`src/hdl/sfe_pkg.sv`:
```
// ----------------------------------------------------------------------------
// sfe_pkg
// Types, constants and the control store for the serial-bus frame encoder.
// ----------------------------------------------------------------------------
package sfe_pkg;

   localparam int NUM_CH      = 18;
   localparam int PACK_CH     = 16;
   localparam int CH_W        = 5;
   localparam int VAL_W       = 12;
   localparam int PACK_W      = 11;
   localparam int ACC_W       = 18;   // up to 7 leftover bits plus one 11-bit value
   localparam int NBITS_W     = 5;
   localparam int STEP_W      = 3;

   localparam logic [7:0]       START_BYTE   = 8'h0F;
   localparam logic [7:0]       END_BYTE     = 8'h00;
   localparam logic [VAL_W-1:0] THRESH_RESET = 12'd1500;
   localparam logic [VAL_W-1:0] CH0_RESET    = 12'd1023;

   localparam logic KIND_WRITE = 1'b0;
   localparam logic KIND_SEND  = 1'b1;

   typedef struct packed {
      logic             kind;
      logic [CH_W-1:0]  channel;
      logic [VAL_W-1:0] value;
   } req_type;

   typedef struct packed {
      logic [7:0] frame_byte;
      logic       last_byte;
   } rsp_type;

   typedef enum logic [2:0] {
      OP_NOP,
      OP_START,
      OP_LOAD,
      OP_EMIT,
      OP_FLAGS,
      OP_END
   } op_type;

   typedef enum logic [1:0] {
      COND_NEVER,
      COND_MORE,     // another full byte remains in the accumulator
      COND_CH_LEFT   // channels still to be packed
   } cond_type;

   typedef logic [STEP_W-1:0] step_type;

   typedef struct packed {
      op_type   op;
      cond_type cond;
      step_type target;
   } ctrl_type;

   typedef struct packed {
      logic more;
      logic ch_left;
   } stat_type;

   localparam step_type STEP_START = 3'd0;
   localparam step_type STEP_LOAD  = 3'd1;
   localparam step_type STEP_EMIT  = 3'd2;
   localparam step_type STEP_NEXT  = 3'd3;
   localparam step_type STEP_FLAGS = 3'd4;
   localparam step_type STEP_END   = 3'd5;

   // microprogram
   function automatic ctrl_type ucode(input step_type step);
      ctrl_type cw;
      cw = '{op: OP_NOP, cond: COND_NEVER, target: STEP_START};
      unique case (step)
         STEP_START: cw = '{op: OP_START, cond: COND_NEVER,   target: STEP_START};
         STEP_LOAD:  cw = '{op: OP_LOAD,  cond: COND_NEVER,   target: STEP_START};
         STEP_EMIT:  cw = '{op: OP_EMIT,  cond: COND_MORE,    target: STEP_EMIT};
         STEP_NEXT:  cw = '{op: OP_NOP,   cond: COND_CH_LEFT, target: STEP_LOAD};
         STEP_FLAGS: cw = '{op: OP_FLAGS, cond: COND_NEVER,   target: STEP_START};
         STEP_END:   cw = '{op: OP_END,   cond: COND_NEVER,   target: STEP_START};
         default:    cw = '{op: OP_NOP,   cond: COND_NEVER,   target: STEP_START};
      endcase
      return cw;
   endfunction

endpackage

```
`src/hdl/sfe_seq.sv`:
```
// ----------------------------------------------------------------------------
// sfe_seq
// Step counter and control store; issues one control word per cycle.
// ----------------------------------------------------------------------------
module sfe_seq (
   input  logic              clock,
   input  logic              reset,
   input  logic              go,
   input  sfe_pkg::stat_type stat,
   output sfe_pkg::ctrl_type ctrl,
   output logic              busy
);
   import sfe_pkg::*;

   logic     run_ff, run_in;
   step_type step_ff, step_in;
   ctrl_type cw;
   logic     take;

   always_comb begin
      cw     = ucode(step_ff);
      take   = 1'b0;
      run_in = run_ff;
      step_in = step_ff;
      unique case (cw.cond)
         COND_MORE:    take = stat.more;
         COND_CH_LEFT: take = stat.ch_left;
         default:      take = 1'b0;
      endcase
      if (run_ff) begin
         step_in = take ? cw.target : step_ff + STEP_W'(1);
         if (cw.op == OP_END) begin
            run_in = 1'b0;
         end
      end else if (go) begin
         run_in  = 1'b1;
         step_in = STEP_START;
      end
      ctrl = cw;
      if (!run_ff) begin
         ctrl.op = OP_NOP;
      end
   end

   always_ff @(posedge clock) begin
      if (reset) begin
         run_ff  <= 1'b0;
         step_ff <= STEP_START;
      end else begin
         run_ff  <= run_in;
         step_ff <= step_in;
      end
   end

   assign busy = run_ff;

endmodule

```
`src/hdl/sfe_datapath.sv`:
```
// ----------------------------------------------------------------------------
// sfe_datapath
// Channel store, threshold register, bit accumulator and output register.
// ----------------------------------------------------------------------------
module sfe_datapath (
   input  logic                          clock,
   input  logic                          reset,
   input  logic                          wr_en,
   input  sfe_pkg::req_type              req,
   input  logic                          csr_wr_en,
   input  logic [sfe_pkg::VAL_W-1:0]     csr_wr_data,
   input  sfe_pkg::ctrl_type             ctrl,
   output sfe_pkg::stat_type             stat,
   output logic                          rsp_valid,
   output sfe_pkg::rsp_type              rsp_data
);
   import sfe_pkg::*;

   logic [VAL_W-1:0]   store_ff [NUM_CH];
   logic [VAL_W-1:0]   thr_ff;
   logic [ACC_W-1:0]   acc_ff, acc_in;
   logic [NBITS_W-1:0] nbits_ff, nbits_in;
   logic [CH_W-1:0]    ch_ff, ch_in;
   logic               rsp_valid_ff, rsp_valid_in;
   rsp_type            rsp_ff, rsp_in;
   logic [VAL_W-1:0]   cur_val;

   assign cur_val = store_ff[ch_ff];

   always_comb begin
      acc_in       = acc_ff;
      nbits_in     = nbits_ff;
      ch_in        = ch_ff;
      rsp_valid_in = 1'b0;
      rsp_in       = rsp_ff;
      unique case (ctrl.op)
         OP_START: begin
            acc_in       = '0;
            nbits_in     = '0;
            ch_in        = '0;
            rsp_valid_in = 1'b1;
            rsp_in       = '{frame_byte: START_BYTE, last_byte: 1'b0};
         end
         OP_LOAD: begin
            acc_in   = acc_ff | (ACC_W'(cur_val[PACK_W-1:0]) << nbits_ff);
            nbits_in = nbits_ff + NBITS_W'(PACK_W);
            ch_in    = ch_ff + CH_W'(1);
         end
         OP_EMIT: begin
            acc_in       = acc_ff >> 8;
            nbits_in     = nbits_ff - NBITS_W'(8);
            rsp_valid_in = 1'b1;
            rsp_in       = '{frame_byte: acc_ff[7:0], last_byte: 1'b0};
         end
         OP_FLAGS: begin
            rsp_valid_in = 1'b1;
            rsp_in       = '{frame_byte: {6'b0, store_ff[17] > thr_ff, store_ff[16] > thr_ff},
                             last_byte: 1'b0};
         end
         OP_END: begin
            rsp_valid_in = 1'b1;
            rsp_in       = '{frame_byte: END_BYTE, last_byte: 1'b1};
         end
         default: begin
         end
      endcase
   end

   // more: at least 8 bits stay after the byte going out now
   assign stat.more    = nbits_ff >= NBITS_W'(16);
   assign stat.ch_left = ch_ff != CH_W'(PACK_CH);

   always_ff @(posedge clock) begin
      if (reset) begin
         for (int i = 0; i < NUM_CH; i++) begin
            store_ff[i] <= '0;
         end
         store_ff[0]  <= CH0_RESET;
         thr_ff       <= THRESH_RESET;
         rsp_valid_ff <= 1'b0;
         ch_ff        <= '0;
         nbits_ff     <= '0;
      end else begin
         if (wr_en && req.channel < CH_W'(NUM_CH)) begin
            store_ff[req.channel] <= req.value;
         end
         if (csr_wr_en) begin
            thr_ff <= csr_wr_data;
         end
         rsp_valid_ff <= rsp_valid_in;
         ch_ff        <= ch_in;
         nbits_ff     <= nbits_in;
      end
   end

   always_ff @(posedge clock) begin
      acc_ff <= acc_in;
      rsp_ff <= rsp_in;
   end

   assign rsp_valid = rsp_valid_ff;
   assign rsp_data  = rsp_ff;

endmodule

```
`src/hdl/sbus_frame_encoder.sv`:
```
// Channel write: busy stays low, no beat out.
// Send: busy while the sequencer runs; beats leave in the cycle after their microcode step,
//   25 beats over the frame, paced by the sequencer (load, emit, channel check).
// Results are strobed for one cycle; the receiver cannot stall.
// Reset: sequencer idle, channel 0 = 1023, other channels 0, threshold 1500.
// ----------------------------------------------------------------------------
// sbus_frame_encoder
// Builds 25-byte, 16-channel 11-bit frames from a small channel store.
// ----------------------------------------------------------------------------
module sbus_frame_encoder (
   input  logic                      clock,
   input  logic                      reset,
   input  logic                      start,
   output logic                      busy,
   input  sfe_pkg::req_type          req_data,
   output logic                      rsp_valid,
   output sfe_pkg::rsp_type          rsp_data,
   input  logic                      csr_wr_en,
   input  logic [sfe_pkg::VAL_W-1:0] csr_wr_data
);
   import sfe_pkg::*;

   logic     accept;
   logic     go;
   logic     wr_en;
   ctrl_type ctrl;
   stat_type stat;

   assign accept = start && !busy;
   assign go     = accept && (req_data.kind == KIND_SEND);
   assign wr_en  = accept && (req_data.kind == KIND_WRITE);

   sfe_seq u_seq (
      .clock (clock),
      .reset (reset),
      .go    (go),
      .stat  (stat),
      .ctrl  (ctrl),
      .busy  (busy)
   );

   sfe_datapath u_dp (
      .clock       (clock),
      .reset       (reset),
      .wr_en       (wr_en),
      .req         (req_data),
      .csr_wr_en   (csr_wr_en),
      .csr_wr_data (csr_wr_data),
      .ctrl        (ctrl),
      .stat        (stat),
      .rsp_valid   (rsp_valid),
      .rsp_data    (rsp_data)
   );

endmodule

```
`config.mk`:
```
export PLATFORM = sky130hd
export DESIGN_NAME = sbus_frame_encoder
export DESIGN_NICKNAME = d
export VERILOG_FILES = /design/src/hdl/sfe_pkg.sv /design/src/hdl/sfe_seq.sv /design/src/hdl/sfe_datapath.sv /design/src/hdl/sbus_frame_encoder.sv
export SDC_FILE = /design/constraint.sdc
export NUM_CORES = 1
export LEC_CHECK = 0
export ABC_AREA = 1
export BUFFER_PORTS_ARGS = -buffer_cell sky130_fd_sc_hd__buf_2
export CORE_AREA = 5 5 212 214
export DETAILED_ROUTE_END_ITERATION = 8
export DIE_AREA = 0 0 217 219
export GPL_TIMING_DRIVEN = 1
export PLACE_DENSITY_LB_ADDON = 0.08
export REMOVE_ABC_BUFFERS = 1
export SYNTH_ARGS = -nofsm -noshare
export SYNTH_HDL_FRONTEND = slang
export SYNTH_SLANG_ARGS = --single-unit
```
`constraint.sdc`:
```
create_clock -name clock -period 3.25 [get_ports clock]
set_input_delay 0.1625 -clock clock [delete_from_list [all_inputs] [get_ports clock]]
set_output_delay 0.1625 -clock clock [all_outputs]
set_load 0.05 [all_outputs]
```
==> results of run 1 <==
==> cell families after synthesis <==
family                     Yosys count
DFF                                413
buffers and inverters              216
other                                1
AOI/OAI and AO/OA                   99
xor gates and xnor gates             3
and+or+nand+nor                   1206
adders and majority gates           35
==> timing repair <==
| action | CTS | global route |
|---|---|---|
| hold endpoints to repair | 17 | 0 |
| endpoints found under the setup margin | 0 | 0 |
| hold buffers | 30 | 0 |
==> routing by layer <==
metal	vias to the layer above	part of all wire	global-route usage	routed length (µm)
met2	367	0.47	0.354	24100
met5	-	0.00041	0	21
met4	4	0.026	0.0611	1360
met3	93	0.057	0.0400	2960
li1	6928	-	-	-
met1	6886	0.45	0.302	23300
==> sequential cells by signal, indices dropped and copies added (netlist names), named ones only <==
signal          flops
u_dp.nbits_ff       5
u_dp.acc_ff        18
u_dp.ch_ff          5
u_seq.step_ff       3
u_seq.busy          1
u_dp.thr_ff        12
u_dp.store_ff     354
u_dp.rsp_data       9
u_dp.rsp_valid      1
==> worst max-delay path, cell delays in order, from the launching register on <==
cell and delay (ns):
sky130_fd_sc_hd__dfxtp_1 0.36, sky130_fd_sc_hd__inv_2 0.12, sky130_fd_sc_hd__nand2_1 0.05, sky130_fd_sc_hd__nor2_1 0.37, sky130_fd_sc_hd__nand2_1 0.15, sky130_fd_sc_hd__nor2_2 0.14, sky130_fd_sc_hd__inv_2 0.08, sky130_fd_sc_hd__nor2_1 0.14
sky130_fd_sc_hd__inv_2 0.06, sky130_fd_sc_hd__nor2_1 0.33, sky130_fd_sc_hd__nand2_1 0.17, sky130_fd_sc_hd__nand2_1 0.40
==> worst paths after layout <==
check                                        start                                  to  slack [ns]  cells after the start
setup / recovery             u_seq.busy$_SDFF_PP0_  u_dp.store_ff[14][1]$_SDFFCE_PN0P_        0.50                     11
hold / removal                        req_data[12]   u_dp.store_ff[0][10]$_SDFFE_PP0P_        0.06                      5
setup reg to reg             u_seq.busy$_SDFF_PP0_  u_dp.store_ff[14][1]$_SDFFCE_PN0P_        0.50                     11
hold reg to reg   u_dp.store_ff[0][5]$_SDFFE_PP1P_    u_dp.store_ff[0][5]$_SDFFE_PP1P_        0.47                      2
==> cell type report <==
| cell class | instances | area [µm²] |
|---|---|---|
| Fill cell | 3996 | 20500 |
| Sequential cell | 413 | 12000 |
| Multi-Input combinational cell | 1497 | 6680 |
| Clock buffer | 68 | 1320 |
| Timing Repair Buffer | 121 | 986 |
| Tap cell | 546 | 683 |
| Inverter | 95 | 359 |
| Clock inverter | 20 | 160 |
==> power groups by stage <==
| stage | Sequential (mW) | Combinational [mW] | Clock, mW |
|---|---|---|---|
| after global placement | 6.15 | 0.433 | 0 |
| after CTS | 6.04 | 0.474 | 5.21 |
| final | 6.05 | 0.478 | 5.11 |
| after global routing | 6.06 | 0.541 | 5.43 |
| after floorplan | 6.15 | 0.270 | 0 |
| after detailed placement | 6.16 | 0.441 | 0 |
==> synthesized netlist by cell type, types with 7 or more instances <==
| master | count | area, µm² |
|---|---|---|
| sky130_fd_sc_hd__a21oi_1 | 46 | 230 |
| sky130_fd_sc_hd__inv_2 | 7 | 26.3 |
| sky130_fd_sc_hd__inv_1 | 83 | 312 |
| sky130_fd_sc_hd__o211ai_2 | 10 | 125 |
| sky130_fd_sc_hd__o21ai_0 | 25 | 125 |
| sky130_fd_sc_hd__clkbuf_1 | 59 | 221 |
| sky130_fd_sc_hd__buf_2 | 30 | 150 |
| sky130_fd_sc_hd__ha_1 | 35 | 438 |
| sky130_fd_sc_hd__buf_1 | 10 | 37.5 |
| sky130_fd_sc_hd__dfxtp_1 | 43 | 861 |
| sky130_fd_sc_hd__nand3_1 | 360 | 1800 |
| sky130_fd_sc_hd__edfxtp_1 | 370 | 11100 |
| sky130_fd_sc_hd__nor2_1 | 212 | 796 |
| sky130_fd_sc_hd__nand2_1 | 613 | 2300 |
| sky130_fd_sc_hd__buf_4 | 21 | 158 |
==> stage by stage <==
step	TNS (ns)	total power, mW	worst slack (ns)
2_1_floorplan	-70.02	6.42	-3.94
3_3_place_gp	0	6.58	0.541
3_5_place_dp	0	6.60	0.494
4_1_cts	0	11.7	0.477
5_1_grt	0	12.0	0.288
6_report	0	11.6	0.499
==> metrics.txt, run 1 <==
# TYPE chip_impl_metric gauge
chip_impl_metric{name="post_syn_instances",unit=""} 1973
chip_impl_metric{name="synth.cell_area",unit="µm²"} 19000
chip_impl_metric{name="finalMaxSlewViolations",unit=""} 0
chip_impl_metric{name="switchingPower",unit="mW"} 2.54
chip_impl_metric{name="fp.dieH",unit="µm"} 219
chip_impl_metric{name="stdcell_count",unit=""} 2760
chip_impl_metric{name="synth_fa_ha_area_frac",unit=""} 0.0230
chip_impl_metric{name="syn_to_final_growth",unit="%"} 16.6
chip_impl_metric{name="die-width",unit="µm"} 217
chip_impl_metric{name="clock_power_share",unit=""} 0.439
chip_impl_metric{name="timing.final.crit_period",unit="ns"} 2.75
chip_impl_metric{name="insertedDiodeCount",unit=""} 0
chip_impl_metric{name="number_of_buffers_added_by_the_clock_tree_synthesis_step",unit=""} 47
chip_impl_info{name="critical_path.startpoint_type",value="flop"} 1
chip_impl_metric{name="post_cts_resize_count",unit=""} 0
chip_impl_metric{name="grt_antenna_before_repair",unit=""} 2
chip_impl_metric{name="power.ir.vdd_worst",unit="mV"} 0.433
chip_impl_metric{name="power_per_cell_area",unit="nW/µm²"} 525
chip_impl_metric{name="clock_latency_on_the_worst_skew_pair",unit="ns"} 0.57
chip_impl_metric{name="design.final.nets",unit=""} 2244
chip_impl_metric{name="synth-xor-area-share",unit=""} 0.00138
chip_impl_info{name="holdCritPathClass",value="primary input to flop"} 1
chip_impl_metric{name="drt-vias-per-instance",unit=""} 5.17
chip_impl_metric{name="die-area",unit="µm²"} 47500
chip_impl_metric{name="power.share.switching",unit=""} 0.218
chip_impl_metric{name="final-setup-viol-count",unit=""} 0
chip_impl_info{name="setup.worst_path.end_class",value="flop"} 1
chip_impl_metric{name="grt.total_usage",unit=""} 0.218
chip_impl_metric{name="dp_hpwl",unit="mm"} 32.5
chip_impl_metric{name="async_reset_ff_frac",unit=""} 0
chip_impl_metric{name="power_frac_seq",unit=""} 0.520
chip_impl_metric{name="crit_fanout",unit=""} 11
chip_impl_metric{name="period_share",unit=""} 0.846
chip_impl_metric{name="worst_hold_margin",unit="ns"} 0.0566
chip_impl_info{name="synth_top_family_by_area",value="simple AND/OR/NAND/NOR gates"} 1
chip_impl_metric{name="total_core_area",unit="µm²"} 42700
chip_impl_metric{name="grt_pass1_wl",unit="mm"} 79.8
chip_impl_metric{name="critical_path_arrival",unit="ns"} 2.97
chip_impl_metric{name="required_time_of_the_critical_path",unit="ns"} 3.47
chip_impl_metric{name="route.antenna.remaining_nets",unit=""} 0
chip_impl_info{name="layout.cells.most_common_list",value="613 x sky130_fd_sc_hd__nand2_1, 370 x sky130_fd_sc_hd__edfxtp_1, 360 x sky130_fd_sc_hd__nand3_1"} 1
chip_impl_metric{name="vias_in_the_first_global_route",unit=""} 13835
chip_impl_metric{name="htreeDepth",unit=""} 2
chip_impl_metric{name="layout.cell_area.non_filler",unit="µm²"} 22200
chip_impl_metric{name="finalHoldViolations",unit=""} 0
chip_impl_metric{name="post_synthesis_share_of_cell_area_spent_on_and_or_nand_and_nor_gates",unit=""} 0.265
chip_impl_metric{name="maximum_number_of_pins_on_one_net_before_global_route_repair",unit=""} 105
chip_impl_info{name="tritoncts",value="done"} 1
chip_impl_metric{name="cts_setup_buffers",unit=""} 0
chip_impl_metric{name="drt-initial-drc-count",unit=""} 1213
chip_impl_metric{name="ys_seq_elements",unit=""} 413
chip_impl_metric{name="clockBufferDepth",unit=""} 3
chip_impl_metric{name="final_layout_size_suffix_gt1_frac",unit=""} 0.0836
chip_impl_metric{name="initial_core_util",unit=""} 0.445
chip_impl_metric{name="gp_routability_congestion",unit=""} 0.895
chip_impl_metric{name="skew",unit="ns"} 0.0150
chip_impl_info{name="critical_setup_path_kind",value="flop to flop"} 1
chip_impl_metric{name="relSlewSlack",unit=""} 0.384
chip_impl_metric{name="syn_area_per_cell",unit="µm²"} 9.64
chip_impl_metric{name="final_util",unit=""} 0.519
chip_impl_metric{name="synthesis.yosys.warnings",unit=""} 0
chip_impl_metric{name="max_freq",unit="MHz"} 364
chip_impl_metric{name="place.detailed.instances",unit=""} 2642
chip_impl_metric{name="combinational_fraction_of_design_power",unit=""} 0.041
chip_impl_info{name="synth_flop_cell",value="sky130_fd_sc_hd__edfxtp_1"} 1
chip_impl_metric{name="post_synth_mux_area_share",unit=""} 0
chip_impl_metric{name="finalWirelength",unit="mm"} 51.8
chip_impl_metric{name="portion_of_the_post_synthesis_area_used_by_sequential_elements",unit=""} 0.630
chip_impl_metric{name="power.internal",unit="mW"} 9.10
chip_impl_metric{name="maxCapViolations",unit=""} 0
chip_impl_metric{name="wl_per_cell",unit="µm"} 18.8
chip_impl_metric{name="route.vias.total",unit=""} 14278
chip_impl_info{name="layout.cells.most_common",value="sky130_fd_sc_hd__nand2_1"} 1
chip_impl_metric{name="timing_worst_slew_pin_value",unit="ns"} 0.924
chip_impl_metric{name="port_buffers",unit=""} 44
chip_impl_metric{name="io-pin-count",unit=""} 45
chip_impl_metric{name="synth-edff-count",unit=""} 370
chip_impl_metric{name="clkSinkCount",unit=""} 413
chip_impl_metric{name="detailed_place.area",unit="µm²"} 20400
chip_impl_metric{name="clkTransAtPathRegs",unit="ns"} 0.06
chip_impl_info{name="status",value="finished clean"} 1
chip_impl_metric{name="drtPass1Iterations",unit=""} 5
chip_impl_metric{name="drt_drc_violations_left",unit=""} 0
chip_impl_metric{name="compound_gate_portion_of_the_synthesized_area",unit=""} 0.0318
chip_impl_info{name="grt_setup_unrepaired",value="no"} 1
chip_impl_metric{name="total_leakage_power",unit="nW"} 9.06
chip_impl_metric{name="globalRouteOverflowTotal",unit=""} 0
chip_impl_metric{name="placementRows",unit=""} 76
chip_impl_metric{name="synth_cell_types",unit=""} 38
chip_impl_info{name="clock_tree.root_cell",value="sky130_fd_sc_hd__clkbuf_16"} 1
Note: power is estimated with default switching activity, not from simulation.
==> run 2: changes to the inputs <==
==> constraint.sdc (replaced) <==
create_clock -name clock -period 2.6 [get_ports clock]
set_input_delay 0.13 -clock clock [delete_from_list [all_inputs] [get_ports clock]]
set_output_delay 0.13 -clock clock [all_outputs]
set_load 0.05 [all_outputs]
==> metrics.txt, run 2 (synthesis gave the netlist of run 1 again) <==
# TYPE chip_impl_metric gauge
chip_impl_metric{name="crit_fanout",unit=""} 24
chip_impl_info{name="worstPathCellList",value="inv_6 -> buf_16 -> nand2_1 -> nand3_1 -> nand3_1 -> nand2_1 -> nand2_1 -> nand3_1 -> nand3_1 -> nand3_1 -> nand3_1 -> nand2_1 -> nand2_1 -> nand2_1 -> nand2_1 -> nand2_1"} 1
chip_impl_metric{name="gp_routability_congestion",unit=""} 0.866
chip_impl_metric{name="grt_antenna_before_repair",unit=""} 1
chip_impl_metric{name="total_core_area",unit="µm²"} 42700
chip_impl_metric{name="drt_drc_violations_left",unit=""} 0
chip_impl_metric{name="clock_latency_on_the_worst_skew_pair",unit="ns"} 0.58
chip_impl_metric{name="io-pin-count",unit=""} 45
chip_impl_info{name="critPathTopFamily",value="simple AND/OR/NAND/NOR gates"} 1
chip_impl_metric{name="max_freq",unit="MHz"} 409
chip_impl_metric{name="worst_hold_margin",unit="ns"} 0.0793
chip_impl_metric{name="final_critical_path_setup_slack",unit="ns"} 0.153
chip_impl_metric{name="power.ir.vdd_worst",unit="mV"} 0.441
chip_impl_info{name="layout.cells.most_common",value="sky130_fd_sc_hd__nand2_1"} 1
chip_impl_metric{name="drt-vias-per-instance",unit=""} 5.16
chip_impl_metric{name="wl_per_cell",unit="µm"} 18.7
chip_impl_metric{name="worst-path-buf-inv",unit=""} 2
chip_impl_metric{name="globalRouteOverflowTotal",unit=""} 0
chip_impl_metric{name="route.vias.total",unit=""} 14479
chip_impl_metric{name="number_of_buffers_added_by_the_clock_tree_synthesis_step",unit=""} 46
chip_impl_metric{name="fp.dieH",unit="µm"} 219
chip_impl_metric{name="clkTransAtPathRegs",unit="ns"} 0.06
chip_impl_info{name="status",value="finished clean"} 1
chip_impl_metric{name="period_share",unit=""} 0.941
chip_impl_metric{name="initial_core_util",unit=""} 0.445
chip_impl_metric{name="maximum_number_of_pins_on_one_net_before_global_route_repair",unit=""} 70
chip_impl_metric{name="drt-initial-drc-count",unit=""} 1181
chip_impl_metric{name="cts_setup_buffers",unit=""} 0
chip_impl_metric{name="required_time_of_the_critical_path",unit="ns"} 2.93
chip_impl_metric{name="port_buffers",unit=""} 44
chip_impl_metric{name="maxCapViolations",unit=""} 0
chip_impl_metric{name="r2r_slack",unit="ns"} 0.15
chip_impl_metric{name="htreeDepth",unit=""} 2
chip_impl_metric{name="clockBufferDepth",unit=""} 3
chip_impl_metric{name="finalHoldViolations",unit=""} 0
chip_impl_info{name="registers.top_by_ff_count",value="u_dp.store_ff"} 1
chip_impl_info{name="critical_path.startpoint_type",value="flop"} 1
chip_impl_metric{name="relSlewSlack",unit=""} 0.298
chip_impl_metric{name="finalWirelength",unit="mm"} 52.4
chip_impl_metric{name="crit_path_largest_cell_delay",unit="ns"} 0.43
chip_impl_metric{name="placementRows",unit=""} 76
chip_impl_info{name="critical_setup_path_kind",value="flop to flop"} 1
chip_impl_info{name="setup.worst_path.end_class",value="flop"} 1
chip_impl_metric{name="grt_pass1_wl",unit="mm"} 79.7
chip_impl_metric{name="fin_setup_tns",unit="ns"} 0
chip_impl_metric{name="vias_in_the_first_global_route",unit=""} 13928
chip_impl_metric{name="insertedDiodeCount",unit=""} 0
chip_impl_metric{name="fillers",unit=""} 3923
chip_impl_metric{name="power_per_cell_area",unit="nW/µm²"} 634
chip_impl_metric{name="total_leakage_power",unit="nW"} 9.37
chip_impl_info{name="layout.cells.most_common_list",value="613 x sky130_fd_sc_hd__nand2_1, 370 x sky130_fd_sc_hd__edfxtp_1, 359 x sky130_fd_sc_hd__nand3_1"} 1
chip_impl_info{name="largestRegisters",value="u_dp.store_ff (354), u_dp.acc_ff (18), u_dp.thr_ff (12)"} 1
chip_impl_info{name="grt_setup_unrepaired",value="no"} 1
chip_impl_metric{name="grt.total_usage",unit=""} 0.217
chip_impl_metric{name="critical_path_arrival",unit="ns"} 2.78
chip_impl_metric{name="final_util",unit=""} 0.532
chip_impl_metric{name="route.antenna.remaining_nets",unit=""} 0
chip_impl_metric{name="dp_hpwl",unit="mm"} 33.5
chip_impl_info{name="tritoncts",value="done"} 1
chip_impl_metric{name="detailedPlace.worstSlack",unit="ns"} 0.224
chip_impl_metric{name="die-width",unit="µm"} 217
chip_impl_metric{name="final_layout_size_suffix_gt1_frac",unit=""} 0.100
chip_impl_metric{name="die-area",unit="µm²"} 47500
chip_impl_metric{name="drtPass1Iterations",unit=""} 5
chip_impl_metric{name="largest_reg_flops",unit=""} 354
chip_impl_metric{name="syn_to_final_growth",unit="%"} 19.5
chip_impl_info{name="holdCritPathClass",value="primary input to flop"} 1
chip_impl_metric{name="timing_worst_slew_pin_value",unit="ns"} 1.05
chip_impl_info{name="critPathMostFrequentCell",value="sky130_fd_sc_hd__nand2_1"} 1
chip_impl_metric{name="skew",unit="ns"} 0.0164
chip_impl_metric{name="finalMaxSlewViolations",unit=""} 0
chip_impl_metric{name="timing.final.crit_period",unit="ns"} 2.45
chip_impl_info{name="critical_path.slowest_cell",value="sky130_fd_sc_hd__dfxtp_4"} 1
chip_impl_metric{name="design.final.nets",unit=""} 2293
chip_impl_info{name="clock_tree.root_cell",value="sky130_fd_sc_hd__clkbuf_16"} 1
chip_impl_metric{name="clkSinkCount",unit=""} 413
chip_impl_metric{name="final-setup-viol-count",unit=""} 0
[run 2: worst register-to-register path, stage by stage (launching register included)]
cell and delay (ns):
sky130_fd_sc_hd__dfxtp_4 0.43, sky130_fd_sc_hd__inv_6 0.11, sky130_fd_sc_hd__buf_16 0.19, sky130_fd_sc_hd__nand2_1 0.08, sky130_fd_sc_hd__nand3_1 0.08, sky130_fd_sc_hd__nand3_1 0.16, sky130_fd_sc_hd__nand2_1 0.16, sky130_fd_sc_hd__nand2_1 0.10
sky130_fd_sc_hd__nand3_1 0.18, sky130_fd_sc_hd__nand3_1 0.16, sky130_fd_sc_hd__nand3_1 0.10, sky130_fd_sc_hd__nand3_1 0.10, sky130_fd_sc_hd__nand2_1 0.11, sky130_fd_sc_hd__nand2_1 0.09, sky130_fd_sc_hd__nand2_1 0.05, sky130_fd_sc_hd__nand2_1 0.05
sky130_fd_sc_hd__nand2_1 0.04
[run 2: final cells by class]
cell class,count,area [µm²],area share
clock inverter,13,116,0.00512
inverter,95,363,0.0160
clock buffer,70,1290,0.0569
sequential,413,12000,0.527
tap,546,683,0.0301
timing repair buffer,171,1610,0.0708
multi-input combinational,1497,6690,0.294
[run 2: layer usage]
layer | part of all wire | global-route usage | vias up
met5 | 0.00019 | 0 | -
met4 | 0.035 | 0.0725 | 2
met3 | 0.062 | 0.0403 | 94
met2 | 0.45 | 0.348 | 407
met1 | 0.45 | 0.302 | 6950
li1 | - | - | 7026
[run 2: path summary, 6_finish.rpt]
check | startpoint | to | depth (start not counted)
setup / recovery | flop | u_dp.acc_ff[9]$_DFFE_PP_ | 16
hold / removal | req_data[12] | u_dp.store_ff[0][10]$_SDFFE_PP0P_ | 6
setup reg to reg | flop | u_dp.acc_ff[9]$_DFFE_PP_ | 16
hold reg to reg | u_dp.store_ff[0][6]$_SDFFE_PP1P_ | u_dp.store_ff[0][6]$_SDFFE_PP1P_ | 2
[run 2: report_power, final]
part | total [mW] | internal [mW] | switching [mW]
sequential | 7.55 | 7.47 | 0.0792
clock | 6.22 | 3.61 | 2.61
combinational | 0.643 | 0.216 | 0.427
[run 2: through the flow]
step | area, µm² | std cells | total power [mW]
final | 22700 | 2805 | 14.4
after global placement | 20800 | 2683 | 8.27
after global routing | 22700 | 2805 | 15.0
after floorplan | 19000 | 2005 | 8.03
after detailed placement | 20800 | 2683 | 8.29
after CTS | 22500 | 2799 | 14.5
[run 2: what timing repair did]
item,CTS,global route
hold endpoints to repair,19,0
endpoints found under the setup margin,0,3
hold buffers,33,0
gates resized for setup,0,6
